<file path="src/rtl/stf_pkg.sv">
// stf_pkg: shared constants, payload structs and the micro-op table of the similarity fit
`timescale 1ns / 1ps
`default_nettype none
package stf_pkg;

	localparam int MAX_PAIRS     = 256;
	localparam int OUT_FRAC_BITS = 16;
	localparam int COUNT_W       = 9;
	localparam int DIV_STEPS     = 64 + OUT_FRAC_BITS;
	localparam int SQRT_STEPS    = 32;
	localparam int STEP_W        = 7;
	localparam int UOP_W         = 5;

	// micro-op program layout
	localparam logic [UOP_W-1:0] UOP_ACC_FIRST   = 5'd0;
	localparam logic [UOP_W-1:0] UOP_ACC_LAST    = 5'd6;
	localparam logic [UOP_W-1:0] UOP_SOLVE_FIRST = 5'd7;
	localparam logic [UOP_W-1:0] UOP_SOLVE_LAST  = 5'd19;
	localparam logic [UOP_W-1:0] UOP_SQ_FIRST    = 5'd20;
	localparam logic [UOP_W-1:0] UOP_SQ_LAST     = 5'd22;

	typedef struct packed {
		logic signed [23:0] ref_x;
		logic signed [23:0] ref_y;
		logic signed [23:0] tgt_x;
		logic signed [23:0] tgt_y;
		logic               last_point;
	} pair_t;

	typedef struct packed {
		logic signed [31:0]   rot_cos;
		logic signed [31:0]   rot_sin;
		logic [30:0]          scale_out;
		logic                 degenerate;
		logic                 overflowed;
		logic [COUNT_W-1:0]   pairs_used;
	} fit_t;

	// multiplier operand pairs
	typedef enum logic [4:0] {
		MS_NONE, MS_RXRX, MS_RYRY, MS_RXTX, MS_RYTY, MS_RXTY, MS_RYTX,
		MS_NELO, MS_NEHI, MS_SXSX, MS_SYSY, MS_NDLO, MS_NDHI, MS_SXTX,
		MS_SYTY, MS_NCLO, MS_NCHI, MS_SXTY, MS_SYTX, MS_AA, MS_BB
	} mul_sel_t;

	// what happens to the registered product
	typedef enum logic [4:0] {
		AO_NONE, AO_EN_ADD, AO_DOT_ADD, AO_CR_ADD, AO_CR_SUB,
		AO_E_SET, AO_E_ADDH, AO_E_SUB, AO_D_SET, AO_D_ADDH, AO_D_SUB,
		AO_C_SET, AO_C_ADDH, AO_C_SUB, AO_C_ADD, AO_S_SET, AO_S_ADD
	} acc_op_t;

	typedef struct packed {
		mul_sel_t ms;
		acc_op_t  ao;
	} uop_t;

	typedef struct packed {
		logic load;
		uop_t uop;
		logic div_start;
		logic div_src_c;
		logic div_step;
		logic div_finish;
		logic div_dst_b;
		logic sqrt_start;
		logic sqrt_step;
		logic sqrt_finish;
		logic out_load;
	} stf_cmd_t;

	typedef struct packed {
		logic full;
		logic e_zero;
	} stf_status_t;

	// product issued at step i, accumulated at step i+1
	function automatic uop_t uop_rom(input logic [UOP_W-1:0] idx);
		uop_t u;
		u = '{ms: MS_NONE, ao: AO_NONE};
		unique case (idx)
			5'd0:  u = '{ms: MS_RXRX, ao: AO_NONE};
			5'd1:  u = '{ms: MS_RYRY, ao: AO_EN_ADD};
			5'd2:  u = '{ms: MS_RXTX, ao: AO_EN_ADD};
			5'd3:  u = '{ms: MS_RYTY, ao: AO_DOT_ADD};
			5'd4:  u = '{ms: MS_RXTY, ao: AO_DOT_ADD};
			5'd5:  u = '{ms: MS_RYTX, ao: AO_CR_ADD};
			5'd6:  u = '{ms: MS_NONE, ao: AO_CR_SUB};
			5'd7:  u = '{ms: MS_NELO, ao: AO_NONE};
			5'd8:  u = '{ms: MS_NEHI, ao: AO_E_SET};
			5'd9:  u = '{ms: MS_SXSX, ao: AO_E_ADDH};
			5'd10: u = '{ms: MS_SYSY, ao: AO_E_SUB};
			5'd11: u = '{ms: MS_NDLO, ao: AO_E_SUB};
			5'd12: u = '{ms: MS_NDHI, ao: AO_D_SET};
			5'd13: u = '{ms: MS_SXTX, ao: AO_D_ADDH};
			5'd14: u = '{ms: MS_SYTY, ao: AO_D_SUB};
			5'd15: u = '{ms: MS_NCLO, ao: AO_D_SUB};
			5'd16: u = '{ms: MS_NCHI, ao: AO_C_SET};
			5'd17: u = '{ms: MS_SXTY, ao: AO_C_ADDH};
			5'd18: u = '{ms: MS_SYTX, ao: AO_C_SUB};
			5'd19: u = '{ms: MS_NONE, ao: AO_C_ADD};
			5'd20: u = '{ms: MS_AA,   ao: AO_NONE};
			5'd21: u = '{ms: MS_BB,   ao: AO_S_SET};
			5'd22: u = '{ms: MS_NONE, ao: AO_S_ADD};
			default: u = '{ms: MS_NONE, ao: AO_NONE};
		endcase
		return u;
	endfunction

endpackage
`default_nettype wire

</file>
<file path="src/rtl/stf_ctrl.sv">
// stf_ctrl: sequencer for accumulation, solve, divides, square root and result hand-off
`timescale 1ns / 1ps
`default_nettype none
module stf_ctrl (
	input  wire logic                  clk,
	input  wire logic                  arst_n,
	input  wire logic                  pair_valid,
	input  wire logic                  last_point,
	output logic                       pair_stall,
	output logic                       fit_valid,
	input  wire logic                  fit_stall,
	input  wire stf_pkg::stf_status_t  status,
	output stf_pkg::stf_cmd_t          cmd
);
	import stf_pkg::*;

	typedef enum logic [3:0] {
		S_IDLE, S_ACC, S_SOLVE, S_DIV, S_DIVEND, S_SQUARE,
		S_SQST, S_SQRT, S_SQEND, S_DONE
	} state_t;

	state_t             state_q;
	logic [UOP_W-1:0]   uop_q;
	logic [STEP_W-1:0]  cnt_q;
	logic               last_q;
	logic               divb_q;

	assign pair_stall = (state_q != S_IDLE);

	// command decode
	always_comb begin
		cmd     = '0;
		cmd.uop = '{ms: MS_NONE, ao: AO_NONE};
		unique case (state_q)
			S_IDLE:   cmd.load = pair_valid;
			S_ACC, S_SQUARE: cmd.uop = uop_rom(uop_q);
			S_SOLVE: begin
				cmd.uop = uop_rom(uop_q);
				cmd.div_start = (uop_q == UOP_SOLVE_LAST) && !status.e_zero;
			end
			S_DIV:    cmd.div_step = 1'b1;
			S_DIVEND: begin
				cmd.div_finish = 1'b1;
				cmd.div_dst_b  = divb_q;
				cmd.div_start  = !divb_q;
				cmd.div_src_c  = 1'b1;
			end
			S_SQST:   cmd.sqrt_start = 1'b1;
			S_SQRT:   cmd.sqrt_step = 1'b1;
			S_SQEND:  cmd.sqrt_finish = 1'b1;
			S_DONE:   cmd.out_load = !fit_valid || !fit_stall;
			default:  cmd = '0;
		endcase
	end

	// state and registered outputs
	always_ff @(posedge clk or negedge arst_n) begin
		if (!arst_n) begin
			state_q   <= S_IDLE;
			uop_q     <= '0;
			cnt_q     <= '0;
			last_q    <= 1'b0;
			divb_q    <= 1'b0;
			fit_valid <= 1'b0;
		end else begin
			if (cmd.out_load) begin
				fit_valid <= 1'b1;
			end else if (!fit_stall) begin
				fit_valid <= 1'b0;
			end
			unique case (state_q)
				S_IDLE: begin
					if (pair_valid) begin
						last_q <= last_point;
						if (!status.full) begin
							state_q <= S_ACC;
							uop_q   <= UOP_ACC_FIRST;
						end else if (last_point) begin
							state_q <= S_SOLVE;
							uop_q   <= UOP_SOLVE_FIRST;
						end
					end
				end
				S_ACC: begin
					if (uop_q == UOP_ACC_LAST) begin
						if (last_q) begin
							state_q <= S_SOLVE;
							uop_q   <= UOP_SOLVE_FIRST;
						end else begin
							state_q <= S_IDLE;
						end
					end else begin
						uop_q <= uop_q + 1'b1;
					end
				end
				S_SOLVE: begin
					if (uop_q == UOP_SOLVE_LAST) begin
						cnt_q  <= '0;
						divb_q <= 1'b0;
						state_q <= status.e_zero ? S_DONE : S_DIV;
					end else begin
						uop_q <= uop_q + 1'b1;
					end
				end
				S_DIV: begin
					cnt_q <= cnt_q + 1'b1;
					if (cnt_q == STEP_W'(DIV_STEPS - 1)) begin
						state_q <= S_DIVEND;
					end
				end
				S_DIVEND: begin
					cnt_q <= '0;
					if (divb_q) begin
						state_q <= S_SQUARE;
						uop_q   <= UOP_SQ_FIRST;
					end else begin
						divb_q  <= 1'b1;
						state_q <= S_DIV;
					end
				end
				S_SQUARE: begin
					if (uop_q == UOP_SQ_LAST) begin
						state_q <= S_SQST;
					end else begin
						uop_q <= uop_q + 1'b1;
					end
				end
				S_SQST: begin
					cnt_q   <= '0;
					state_q <= S_SQRT;
				end
				S_SQRT: begin
					cnt_q <= cnt_q + 1'b1;
					if (cnt_q == STEP_W'(SQRT_STEPS - 1)) begin
						state_q <= S_SQEND;
					end
				end
				S_SQEND: state_q <= S_DONE;
				S_DONE: begin
					if (cmd.out_load) begin
						state_q <= S_IDLE;
					end
				end
				default: state_q <= S_IDLE;
			endcase
		end
	end

endmodule
`default_nettype wire

</file>
<file path="config.mk">
export PLATFORM = sky130hd
export DESIGN_NAME = stf_ctrl
export DESIGN_NICKNAME = d
export VERILOG_FILES = /design/src/rtl/stf_pkg.sv /design/src/rtl/stf_ctrl.sv
export SDC_FILE = /design/constraint.sdc
export NUM_CORES = 1
export LEC_CHECK = 0
export BUFFER_PORTS_ARGS = -buffer_cell sky130_fd_sc_hd__buf_2
export CORE_MARGIN = 2
export CORE_UTILIZATION = 40
export CTS_BUF_LIST = sky130_fd_sc_hd__clkbuf_2 sky130_fd_sc_hd__clkbuf_4 sky130_fd_sc_hd__clkbuf_8
export DETAILED_ROUTE_END_ITERATION = 7
export GPL_TIMING_DRIVEN = 0
export HOLD_SLACK_MARGIN = 0.12
export SETUP_SLACK_MARGIN = 0.1
export SLEW_MARGIN = 0
export SYNTH_ARGS = -nofsm -noshare
export SYNTH_HDL_FRONTEND = slang
export SYNTH_SLANG_ARGS = --single-unit
</file>
<file path="constraint.sdc">
create_clock -name clk -period 5 [get_ports clk]
set_input_delay 0.75 -clock clk [delete_from_list [all_inputs] [get_ports clk]]
set_output_delay 0.75 -clock clk [all_outputs]
set_load 0.01 [all_outputs]
</file>
# After elaboration in Yosys (flattened, before gate mapping)
# Memories as Yosys holds them, arrays and structs flattened.
# Cells that the tools add are included.
# word_totals
regBits,19
romBits,640
output_inout_bits,22
word_cells,94
n_memories,2
# mem_list
name,depth,width,read_ports,rd_clocked_by_memory_dff,write_ports,line,text
(no name shown),32,10,1,0,0,stf_pkg.sv:81,unique case (idx)
(no name shown),32,10,1,0,0,stf_pkg.sv:81,
# classes
addsub,2
n_eq_ne,27
n_mux,38
n_reduce_logical,19
# ops
op,count
2-to-1 mux 4 bit,10
2-to-1 mux 5 bit,8
case mux 4 bit (10 select lines),1
case mux 5 bit (5 select lines),1
case mux 7 bit (3 select lines),1
!= test 2 bit (second input constant),10
case mux 10 bit (2 select lines),1
equality test 4 x 3 -> 1 bit (second input constant),4
equality test 5 bit (second input constant),2
2-to-1 mux 1 bit,10
equality test 4 x 2 -> 1 bit (second input constant),2
equality test 4 bit (second input constant),2
AND reduction 8 bit,1
adder 7 x 1 -> 7 bit (second input constant),1
equality test 7 x 5 -> 1 bit (second input constant),1
equality test 7 bit (second input constant),1
2-to-1 mux 7 bit,1
AND reduction 7 bit,1
!= test 3 bit (second input constant),2
AND reduction 2 bit,3
OR reduction 2 bit,3
adder 5 x 1 -> 5 bit (second input constant),1
equality test 5 x 3 -> 1 bit (second input constant),1
nonzero test 5 bit,1
other kinds (12),17

# Depth between registers and ports, before layout
# Gate-level depths: netlist of the first run.
# depth
depth_word,5
ltp_mapped,7
depth_no_buf,7

# Least setup slack after synthesis of the first run
# Ideal clock, no wire load.
# synth_path
path_kind,flip-flop to output port
startpoint,reg uop_q[1]
endpoint,out cmd[14] (netlist name)
arrival_ps,1475
setup_slack_ps,2775
stages_incl_launch_ff,6
path_cell_list,dfrtp_1 -> inv_1 -> ha_1 -> o21ai_0 -> a211oi_1 -> a211oi_1
# synth_rtl
item,line,text
start: declaration,stf_ctrl.sv:23,logic [UOP_W-1:0] uop_q;
start signal: assignment,stf_ctrl.sv:93,uop_q <= uop_q + 1'b1;
start signal: assignment,stf_ctrl.sv:102,uop_q <= uop_q + 1'b1;
start signal: assignment,stf_ctrl.sv:125,uop_q <= uop_q + 1'b1;
end: declaration,stf_ctrl.sv:13,output stf_pkg::stf_cmd_t cmd

==> results of run 1 <==
[layer usage]
metal	global-route usage [%]	share of wire [%]	vias up	wire, um
li1	-	-	864	-
met1	27.93	50	847	2332
met2	30.25	44	50	2067
met3	3.235	5.9	2	279
met4	2.935	0.40	0	19
met5	0	0	-	0
[cell usage in the layout (no fill, tap or decap), types with 4 or more instances in the layout]
cell type / n
a21oi_1: 10
nand2_1: 23
o21ai_0: 7
dfrtp_1: 19
inv_1: 10
ha_1: 6
nand3_1: 11
nor3_1: 4
nor2_1: 27
a31oi_1: 6
buf_2: 37
nand2b_1: 4
nor2b_1: 8
a211oi_1: 4
mux2_4: 4
[logic make-up after synthesis]
| logic type | count (synthesis) |
|---|---|
| AOI/OAI and AO/OA | 54 |
| xor gates and xnor gates | 6 |
| adders and majority gates | 6 |
| buffers and inverters | 24 |
| DFF | 19 |
| muxes | 7 |
| and+or+nand+nor | 106 |
[layout make-up]
type	instances	area share [%]
Timing Repair Buffer	28	6.788
Inverter	10	1.818
Multi-Input combinational cell	179	58.48
Clock buffer	4	2.364
Sequential cell	19	23.03
Tap cell	52	3.152
Buffer	14	4.364
[metrics by stage]
step,std cells,instance area [um2]
after floorplan,222,1810
after global placement,302,2016
after detailed placement,302,2016
after CTS,306,2064
after global routing,306,2064
final,306,2064
[worst max-delay path by stage]
stage	cells after the start	end	slack, ns	from
2_1_floorplan	5	cmd[14]	2.78	uop_q[1]
3_3_place_gp	6	cmd[9]	2.47	uop_q[1]
3_5_place_dp	6	cmd[9]	2.48	uop_q[1]
4_1_cts	6	cmd[9]	2.19	uop_q[1]
5_1_grt	6	cmd[9]	2.05	uop_q[1]
6_report	6	cmd[9]	2.19	uop_q[1]
[sequential cells by signal (all words and copies together) (netlist names)]
register   cells
uop_q          5
last_q         1
fit_valid      1
state_q        4
divb_q         1
cnt_q          7
[power groups by stage]
stage | combinational (mW) | clock, mW | sequential (mW)
floorplan | 0.794 | 0 | 0.276
global placement | 1.01 | 0 | 0.300
detailed placement | 1.01 | 0 | 0.300
CTS | 1.01 | 0.121 | 0.298
global route | 1.13 | 0.127 | 0.312
finish | 1.02 | 0.119 | 0.300
[critical path: stages (launching register included)]
cell and delay (ns):
dfrtp_1 0.57, inv_1 0.16, ha_1 0.36, or3_1 0.32, a31oi_1 0.20, a2111oi_2 0.05
buf_2 0.15
==> impl_metrics.yaml, run 1 <==
sta:
  worst_pin_slew_ns: 0.5188
  fin_crit_sh_pct: 56.24
  rsz0062_at_grt: "no"
  hold_viol: 0
  fmax_mhz: 355.6
  hold_ws_ns: 0.4181
  maxSlewViolCount: 0
  tns_ns: 0
  finalSetupViolCount: 0
  fin_crit_ns: 2.812
  timing.final.ws_setup_ns: 2.188
  slew-limit-headroom_pct: 65.18
  finClkSkew_ns: 0.008526
final_layout:
  multiInputGateArea_um2: 1207
  antenna_cells: 0
  layout.nets: 268
  fill_cells: 433
  register_area_um2: 475.5
  drive_gt1_share_pct: 25.98
  final_util_pct: 47.41
  area_delta_synth_final_pct: 14.03
yosys:
  syn_nets: 235
  synth-seq-cells: 19
  synth_compound_area_share_pct: 21.63
  synth-xor-area-share_pct: 2.903
  synthArstFlopShare_pct: 100.0
  yosysMostFrequentCell: "nor2_1"
  synth_commonest_cells: "27 x nor2_1, 23 x nand2_1, 19 x dfrtp_1, 11 x nand3_1"
  synth_top_family_by_area: "simple AND/OR/NAND/NOR gates"
  syn_area_um2: 1810
  ys_types: 59
  synth_adder_area_share_pct: 4.147
  synthSimpleGateAreaFrac_pct: 32.96
  yosys_warnings: 0
  synth_top_area_share_pct: 26.26
  avgSynthCellArea_um2: 8.155
  ys_seq_area_share_pct: 26.26
  yosysTopAreaCell: "dfrtp_1"
  synthTopCellsByArea: "dfrtp_1 26%, nor2_1 5.6%, nand2_1 4.8%"
  synth-edff-count: 0
  synthFlopType: "dfrtp_1"
  muxShareOfSynthArea_pct: 5.045
  syn_inst: 222
placed_design:
  io_buffers: 28
  dp_hpwl_um: 3442
  place_ws_ns: 2.483
  gp_congestion: 0.8353
pwr:
  pwr-share-clk_pct: 8.2
  p_comb_share_pct: 70.9
  leakagePower_nw: 0.9981
  p_per_area_nw_per_um2: 696.4
  vdd_drop_max_mv: 0.2492
  power_mw: 1.438
  p_int_mw: 0.7286
  p_seq_share_pct: 20.9
  p_sw_share_pct: 49.32
  power_switching_mw: 0.7091
global_routing:
  grt_pass1_vias: 1632
  grt_pass1_wl_um: 7859
  grt_max_degree: 20
  antenna_found_initial: 0
  grt.total_usage_pct: 19.09
  overflow: 0
clock_network:
  insertion_delay_ns: 0.27
  cts-hold-fix-buffers: 0
  clkTransAtPathRegs_ns: 0.08
  cts.sinks: 19
  cts_buffers: 3
  cts_resized: 0
  postCtsSetupBuffers: 0
  root_buffer: "clkbuf_8"
  cts_tree: "built"
  h-tree-depth: 1
  clk_path_buf_depth: 2
setup_path:
  r2r-end: "uop_q[0]"
  r2r_slack_ns: 2.78
  start_kind: "register"
  ff2ff_path_depth: 7
  crit_fanout: 10
  crit_path_end_kind: "output pin"
  arrival_ns: 2.06
  r2r-start: "uop_q[0]"
  required_ns: 4.25
  worst-setup-path-type: "reg -> out"
route:
  wl_per_cell_um: 15.35
  vias: 1763
  ant_nets: 0
  drc: 0
  dr.pass1.iters: 4
  wl_um: 4698
  drt_iter0_drc: 116
  vias_per_cell: 5.761
floorplanning:
  rows: 24
  die_w_um: 71.28
  chipHeight_um: 71.28
  core_area_um2: 4354
  start_util_pct: 41.58
  dieArea_um2: 5080
  boundaryPins: 29
flow_run:
  maxCapViolations: 0
run_status:
  outcome: "finished clean"
min_path:
  hp-class: "in -> async"
Power figures use the tool's default switching activity.
==> inputs of run 2 (changes only) <==
==> constraint.sdc (replaced) <==
create_clock -name clk -period 2.3 [get_ports clk]
set_input_delay 0.345 -clock clk [delete_from_list [all_inputs] [get_ports clk]]
set_output_delay 0.345 -clock clk [all_outputs]
set_load 0.01 [all_outputs]
==> run 2 against run 1 <==
Effect of this change:
- first-iteration DRC count up 21%
- highest routed layer unchanged
- worst hold slack got worse by 0.092 ns
- clock power rose by 120%
- wire length increased by 3.5%
- largest cell class unchanged
- largest power group unchanged
==> impl_metrics.yaml, run 2 (synthesis gave the netlist of run 1 again) <==
sta:
  slew-limit-headroom_pct: 65.05
  worst_pin_slew_ns: 0.5207
  fin_crit_ns: 2.163
  fin_crit_sh_pct: 94.04
  finClkSkew_ns: 0.006731
  rsz0062_at_grt: "yes"
  hold_viol: 0
  finalSetupViolCount: 0
  fmax_mhz: 462.3
  tns_ns: 0
  maxSlewViolCount: 0
floorplanning:
  rows: 24
  dieArea_um2: 5080
  boundaryPins: 29
  core_area_um2: 4354
  die_w_um: 71.28
  chipHeight_um: 71.28
  start_util_pct: 41.58
final_layout:
  final_cell_mix: "34 x buf_2, 27 x nor2_1, 23 x nand2_1"
  reg_top3: "cnt_q (7), uop_q (5), state_q (4)"
  final_common_cell: "buf_2"
  area_delta_synth_final_pct: 21.63
  final_util_pct: 50.57
  drive_gt1_share_pct: 31.18
  largest_reg_flops: 7
  layout.nets: 277
  fill_cells: 406
  antenna_cells: 0
  top_register: "cnt_q"
  fin_area_um2: 2202
pwr:
  vdd_drop_max_mv: 0.4674
  p_per_area_nw_per_um2: 1535
  leakagePower_nw: 1.041
  power_mw: 3.381
global_routing:
  grt_pass1_wl_um: 8052
  grt_max_degree: 20
  overflow: 0
  grt_pass1_vias: 1676
  antenna_found_initial: 0
  grt.total_usage_pct: 19.59
clock_network:
  cts_buffers: 3
  clk_path_buf_depth: 2
  h-tree-depth: 1
  insertion_delay_ns: 0.27
  cts.sinks: 19
  root_buffer: "clkbuf_8"
  cts_tree: "built"
  clkTransAtPathRegs_ns: 0.08
placed_design:
  dp_hpwl_um: 3442
  post_dp_cell_area_um2: 2016
  io_buffers: 28
  gp_congestion: 0.8353
route:
  dr.pass1.iters: 4
  vias: 1814
  wl_per_cell_um: 15.44
  ant_nets: 0
  vias_per_cell: 5.759
  wl_um: 4864
  drt_iter0_drc: 140
  drc: 0
setup_path:
  arrival_ns: 1.82
  required_ns: 1.96
  slowest_delay_ns: 0.43
  worst-setup-path-type: "reg -> out"
  start_kind: "register"
  crit_fanout: 4
  crit_path_end_kind: "output pin"
  cp_slowest_cell: "dfrtp_2"
  crit_chain: "inv_2 -> ha_1 -> or3_1 -> a31oi_2 -> a2111oi_4 -> buf_2"
run_status:
  outcome: "finished clean"
min_path:
  hp-class: "in -> reg"
flow_run:
  maxCapViolations: 0
-- run 2: layout make-up --
cell class                 count  area (um2)  share of cell area, %
inverter                      10       37.54                  1.705
timing repair buffer          37       210.2                  9.545
multi-input combinational    179        1259                  57.16
buffer                        14       101.3                  4.602
tap                           52       65.06                  2.955
sequential                    19       480.5                  21.82
clock buffer                   4       48.80                  2.216
-- run 2: through the flow --
stage,hold slack [ns],std cells,setup WS (ns)
detailed placement,0.3239,302,0.1133
global placement,0.3263,302,0.1095
floorplan,0.04941,222,0.4419
CTS,0.3270,313,0.1070
finish,0.3265,315,0.1371
global route,0.3356,315,0.05395
-- run 2: final timing paths --
kind                            depth (start not counted)        from  slack, ns   endpoint
worst max-delay path                                    6    uop_q[1]       0.14     cmd[9]
worst min register to register                          2   fit_valid       0.54  fit_valid
worst max register to register                          7    uop_q[0]       0.26   uop_q[0]
min in group asynchronous                               2      arst_n       0.56     last_q
max in group asynchronous                               2      arst_n       1.39   uop_q[1]
worst min-delay path                                    2  last_point       0.33     last_q
-- run 2: critical path, delay by kind of cell, from the launching register on --
| family | cells | cell delay, ns |
|---|---|---|
| flip-flops | 1 | 0.43 |
| AND/OR/NAND/NOR | 1 | 0.33 |
| AO/OA/AOI/OAI | 2 | 0.30 |
| adder cells (fa/ha/maj) | 1 | 0.27 |
| buffers and inverters | 2 | 0.23 |
-- run 2: repair_timing --
| action | 4_1_cts | 5_1_grt |
|---|---|---|
| resized for setup | 6 | 10 |
| endpoints found under the setup margin | 7 | 6 |
| hold buffers | 1 | 0 |
| pin swaps | 1 | 1 |
| buffers inserted | 6 | 2 |
| hold endpoints to repair | 19 | 0 |
-- run 2: report_power, final --
| group | total, mW | switching, mW | internal (mW) |
|---|---|---|---|
| registers | 0.614 | 0.142 | 0.472 |
| logic | 2.51 | 1.38 | 1.13 |
| clock network | 0.257 | 0.121 | 0.135 |
-- run 2: layer usage --
metal,global-route usage [%],share of wire (%)
met1,28.02,48
met2,31.89,45
met3,3.235,5.6
met4,2.935,0.62
met5,0,0
==> inputs of run 3 (changes only) <==
--- a/config.mk
+++ b/config.mk
@@ -5,13 +5,16 @@
 export SDC_FILE = /design/constraint.sdc
 export NUM_CORES = 1
 export LEC_CHECK = 0
+export ABC_AREA = 1
 export BUFFER_PORTS_ARGS = -buffer_cell sky130_fd_sc_hd__buf_2
+export CORE_ASPECT_RATIO = 1.5
 export CORE_MARGIN = 2
 export CORE_UTILIZATION = 40
 export CTS_BUF_LIST = sky130_fd_sc_hd__clkbuf_2 sky130_fd_sc_hd__clkbuf_4 sky130_fd_sc_hd__clkbuf_8
 export DETAILED_ROUTE_END_ITERATION = 7
 export GPL_TIMING_DRIVEN = 0
 export HOLD_SLACK_MARGIN = 0.12
+export REMOVE_ABC_BUFFERS = 1
 export SETUP_SLACK_MARGIN = 0.1
 export SLEW_MARGIN = 0
 export SYNTH_ARGS = -nofsm -noshare
==> run 3 against run 2 <==
Effect of this change:
- the flow now finishes with violations (design-rule violations)
- total power shrank 82%
- synthesized cell count grew 35%
- core utilization shrank 2.0 points
- area after synthesis shrank 0.48%
- clock skew shrank 0.0058 ns
- sequential power shrank 45%
- setup slack gained 0.072 ns
- first-iteration DRC count grew 2.9%
- global-route usage grew 1.1 points
- critical path depth grew 1
- critical path type unchanged
==> impl_metrics.yaml, run 3 <==
yosys:
  synth-seq-cells: 19
  syn_area_um2: 1802
  syn_inst: 299
  ys_seq_area_share_pct: 26.39
  yosysMostFrequentCell: "nand2_1"
  synthArstFlopShare_pct: 100.0
  ys_types: 30
  synth-edff-count: 0
  avgSynthCellArea_um2: 6.026
  synth_top_area_share_pct: 26.39
  yosys_warnings: 0
  synthTopCellsByArea: "dfrtp_1 26%, nand2_1 19%, nand3_1 9.7%"
  yosysTopAreaCell: "dfrtp_1"
  synthFlopType: "dfrtp_1"
  synth_commonest_cells: "92 x nand2_1, 38 x nor2_1, 35 x nand3_1, 32 x inv_1"
final_layout:
  top_register: "cnt_q"
  area_delta_synth_final_pct: 15.42
  antenna_cells: 0
  final_common_cell: "nand2_1"
  drive_gt1_share_pct: 20.97
  layout.nets: 343
  final_cell_mix: "91 x nand2_1, 37 x nor2_1, 35 x nand3_1"
  fill_cells: 479
  reg_top3: "cnt_q (7), uop_q (5), state_q (4)"
  largest_reg_flops: 7
  fin_area_um2: 2079
setup_path:
  start_kind: "register"
  r2r-start: "uop_q[0]"
  startpoint: "state_q[1]"
  required_ns: 1.96
  crit_fanout: 12
  crit_chain: "inv_2 -> nor2_2 -> nand2_2 -> nand3_4 -> o21ai_1 -> a31oi_1 -> buf_2"
  worst-setup-path-type: "reg -> out"
  arrival_ns: 1.75
  cp_slowest_cell: "dfrtp_1"
  slowest_delay_ns: 0.52
  crit_path_end_kind: "output pin"
clock_network:
  clk_path_buf_depth: 2
  insertion_delay_ns: 0.26
  root_buffer: "clkbuf_8"
  clkTransAtPathRegs_ns: 0.08
  cts_buffers: 3
  cts_tree: "built"
  cts.sinks: 19
  h-tree-depth: 1
sta:
  worst_pin_slew_ns: 0.4414
  fin_crit_ns: 2.091
  rsz0062_at_grt: "no"
  maxSlewViolCount: 0
  finClkSkew_ns: 0.0009348
  finalSetupViolCount: 0
  hold_viol: 0
  tns_ns: 0
  fin_crit_sh_pct: 90.91
  slew-limit-headroom_pct: 70.58
  timing.final.ws_setup_ns: 0.2091
  fmax_mhz: 478.3
route:
  vias: 1971
  drc: 2
  wl_um: 5049
  wl_per_cell_um: 13.46
  dr.pass1.iters: 7
  vias_per_cell: 5.256
  ant_nets: 0
  drt_iter0_drc: 144
floorplanning:
  chipHeight_um: 86.20
  core_area_um2: 4282
  boundaryPins: 29
  start_util_pct: 42.08
  dieArea_um2: 5068
  rows: 29
  die_w_um: 58.80
pwr:
  leakagePower_nw: 1.134
  p_per_area_nw_per_um2: 290.8
  vdd_drop_max_mv: 0.2685
placed_design:
  post_dp_cell_area_um2: 1953
  dp_hpwl_um: 3932
  gp_congestion: 0.9005
  place_ws_ns: 0.2667
  io_buffers: 28
run_status:
  violations: "design-rule violations"
  outcome: "finished with violations"
global_routing:
  grt_max_degree: 20
  grt.total_usage_pct: 20.65
  antenna_found_initial: 0
  grt_pass1_wl_um: 8245
  grt_pass1_vias: 1847
  overflow: 0
min_path:
  hp-start: "fit_stall"
  hp-class: "in -> reg"
flow_run:
  maxCapViolations: 0
-- run 3: changes by cell type in the layout (fill, tap and decap cells not counted), moves of 5 or more --
cell     before  now
buf_2        34   28
buf_4        11    5
inv_1         9   29
inv_2         1    6
nand2_1      23   91
nand3_1      11   35
nand4_1       0    6
nor2_1       27   37
nor2_2        2    9
nor2b_1       7    0
o21ai_0       7   19
-- run 3: final timing paths --
path / to / slack, ns / cells past startpoint
setup / recovery: cmd[11] / 0.21 / 7
hold reg to reg: fit_valid / 0.50 / 2
max in group asynchronous: uop_q[0] / 1.41 / 2
setup reg to reg: state_q[0] / 0.43 / 11
hold / removal: fit_valid / 0.30 / 3
min in group asynchronous: state_q[1] / 0.55 / 2
-- run 3: logic make-up after synthesis --
| family | count (synthesis) | share of synthesized area (%) |
|---|---|---|
| AOI/OAI and AO/OA | 36 | 11.11 |
| xor gates and xnor gates | 5 | 2.430 |
| adders and majority gates | 6 | 4.167 |
| and+or+nand+nor | 189 | 45.83 |
| DFF | 19 | 26.39 |
| buffers and inverters | 44 | 10.07 |
-- run 3: power breakdown --
group          switching [mW]  internal, mW
clock                   0.125         0.122
sequential            0.00130         0.335
combinational          0.0138       0.00753
-- run 3: repair_timing --
item / in CTS / in global routing
resized for setup: 5 / 9
hold buffers: 1 / 0
pin swaps: 0 / 0
hold endpoints to repair: 19 / 0
endpoints found under the setup margin: 4 / 9
setup buffers: 0 / 5
-- run 3: worst max-delay path: cells and delay by family, from the launching register on --
| family | cells | cell delay, ns |
|---|---|---|
| AO/OA/AOI/OAI | 2 | 0.24 |
| buffers and inverters | 2 | 0.26 |
| flip-flops | 1 | 0.52 |
| AND/OR/NAND/NOR | 3 | 0.47 |
-- run 3: cell type report --
| class | instances | area [um2] | area share (%) |
|---|---|---|---|
| sequential | 19 | 484.2 | 23.29 |
| multi-input combinational | 236 | 1162 | 55.90 |
| clock inverter | 1 | 7.507 | 0.3610 |
| timing repair buffer | 34 | 187.7 | 9.025 |
| tap | 46 | 57.56 | 2.768 |
| inverter | 36 | 138.9 | 6.679 |
| clock buffer | 3 | 41.29 | 1.986 |
-- run 3: layer usage --
metal  vias to the layer above  track usage, %  share of wire, %
li1                       1025               -                 -
met1                       886           21.99                37
met2                        48           40.71                57
met3                        12           1.791               3.9
met4                         0           6.612               2.1
met5                         -               0                 0
-- run 3: metrics by stage --
step	utilization [%]	std cells	hold slack (ns)	power [mW]
floorplan	-	291	0.04941	0.3482
global placement	45.62	365	0.3158	0.3633
detailed placement	45.62	365	0.3196	0.3637
CTS	47.11	370	0.3052	0.6117
global route	48.57	375	0.3354	0.6275
finish	48.57	375	0.3029	0.6048
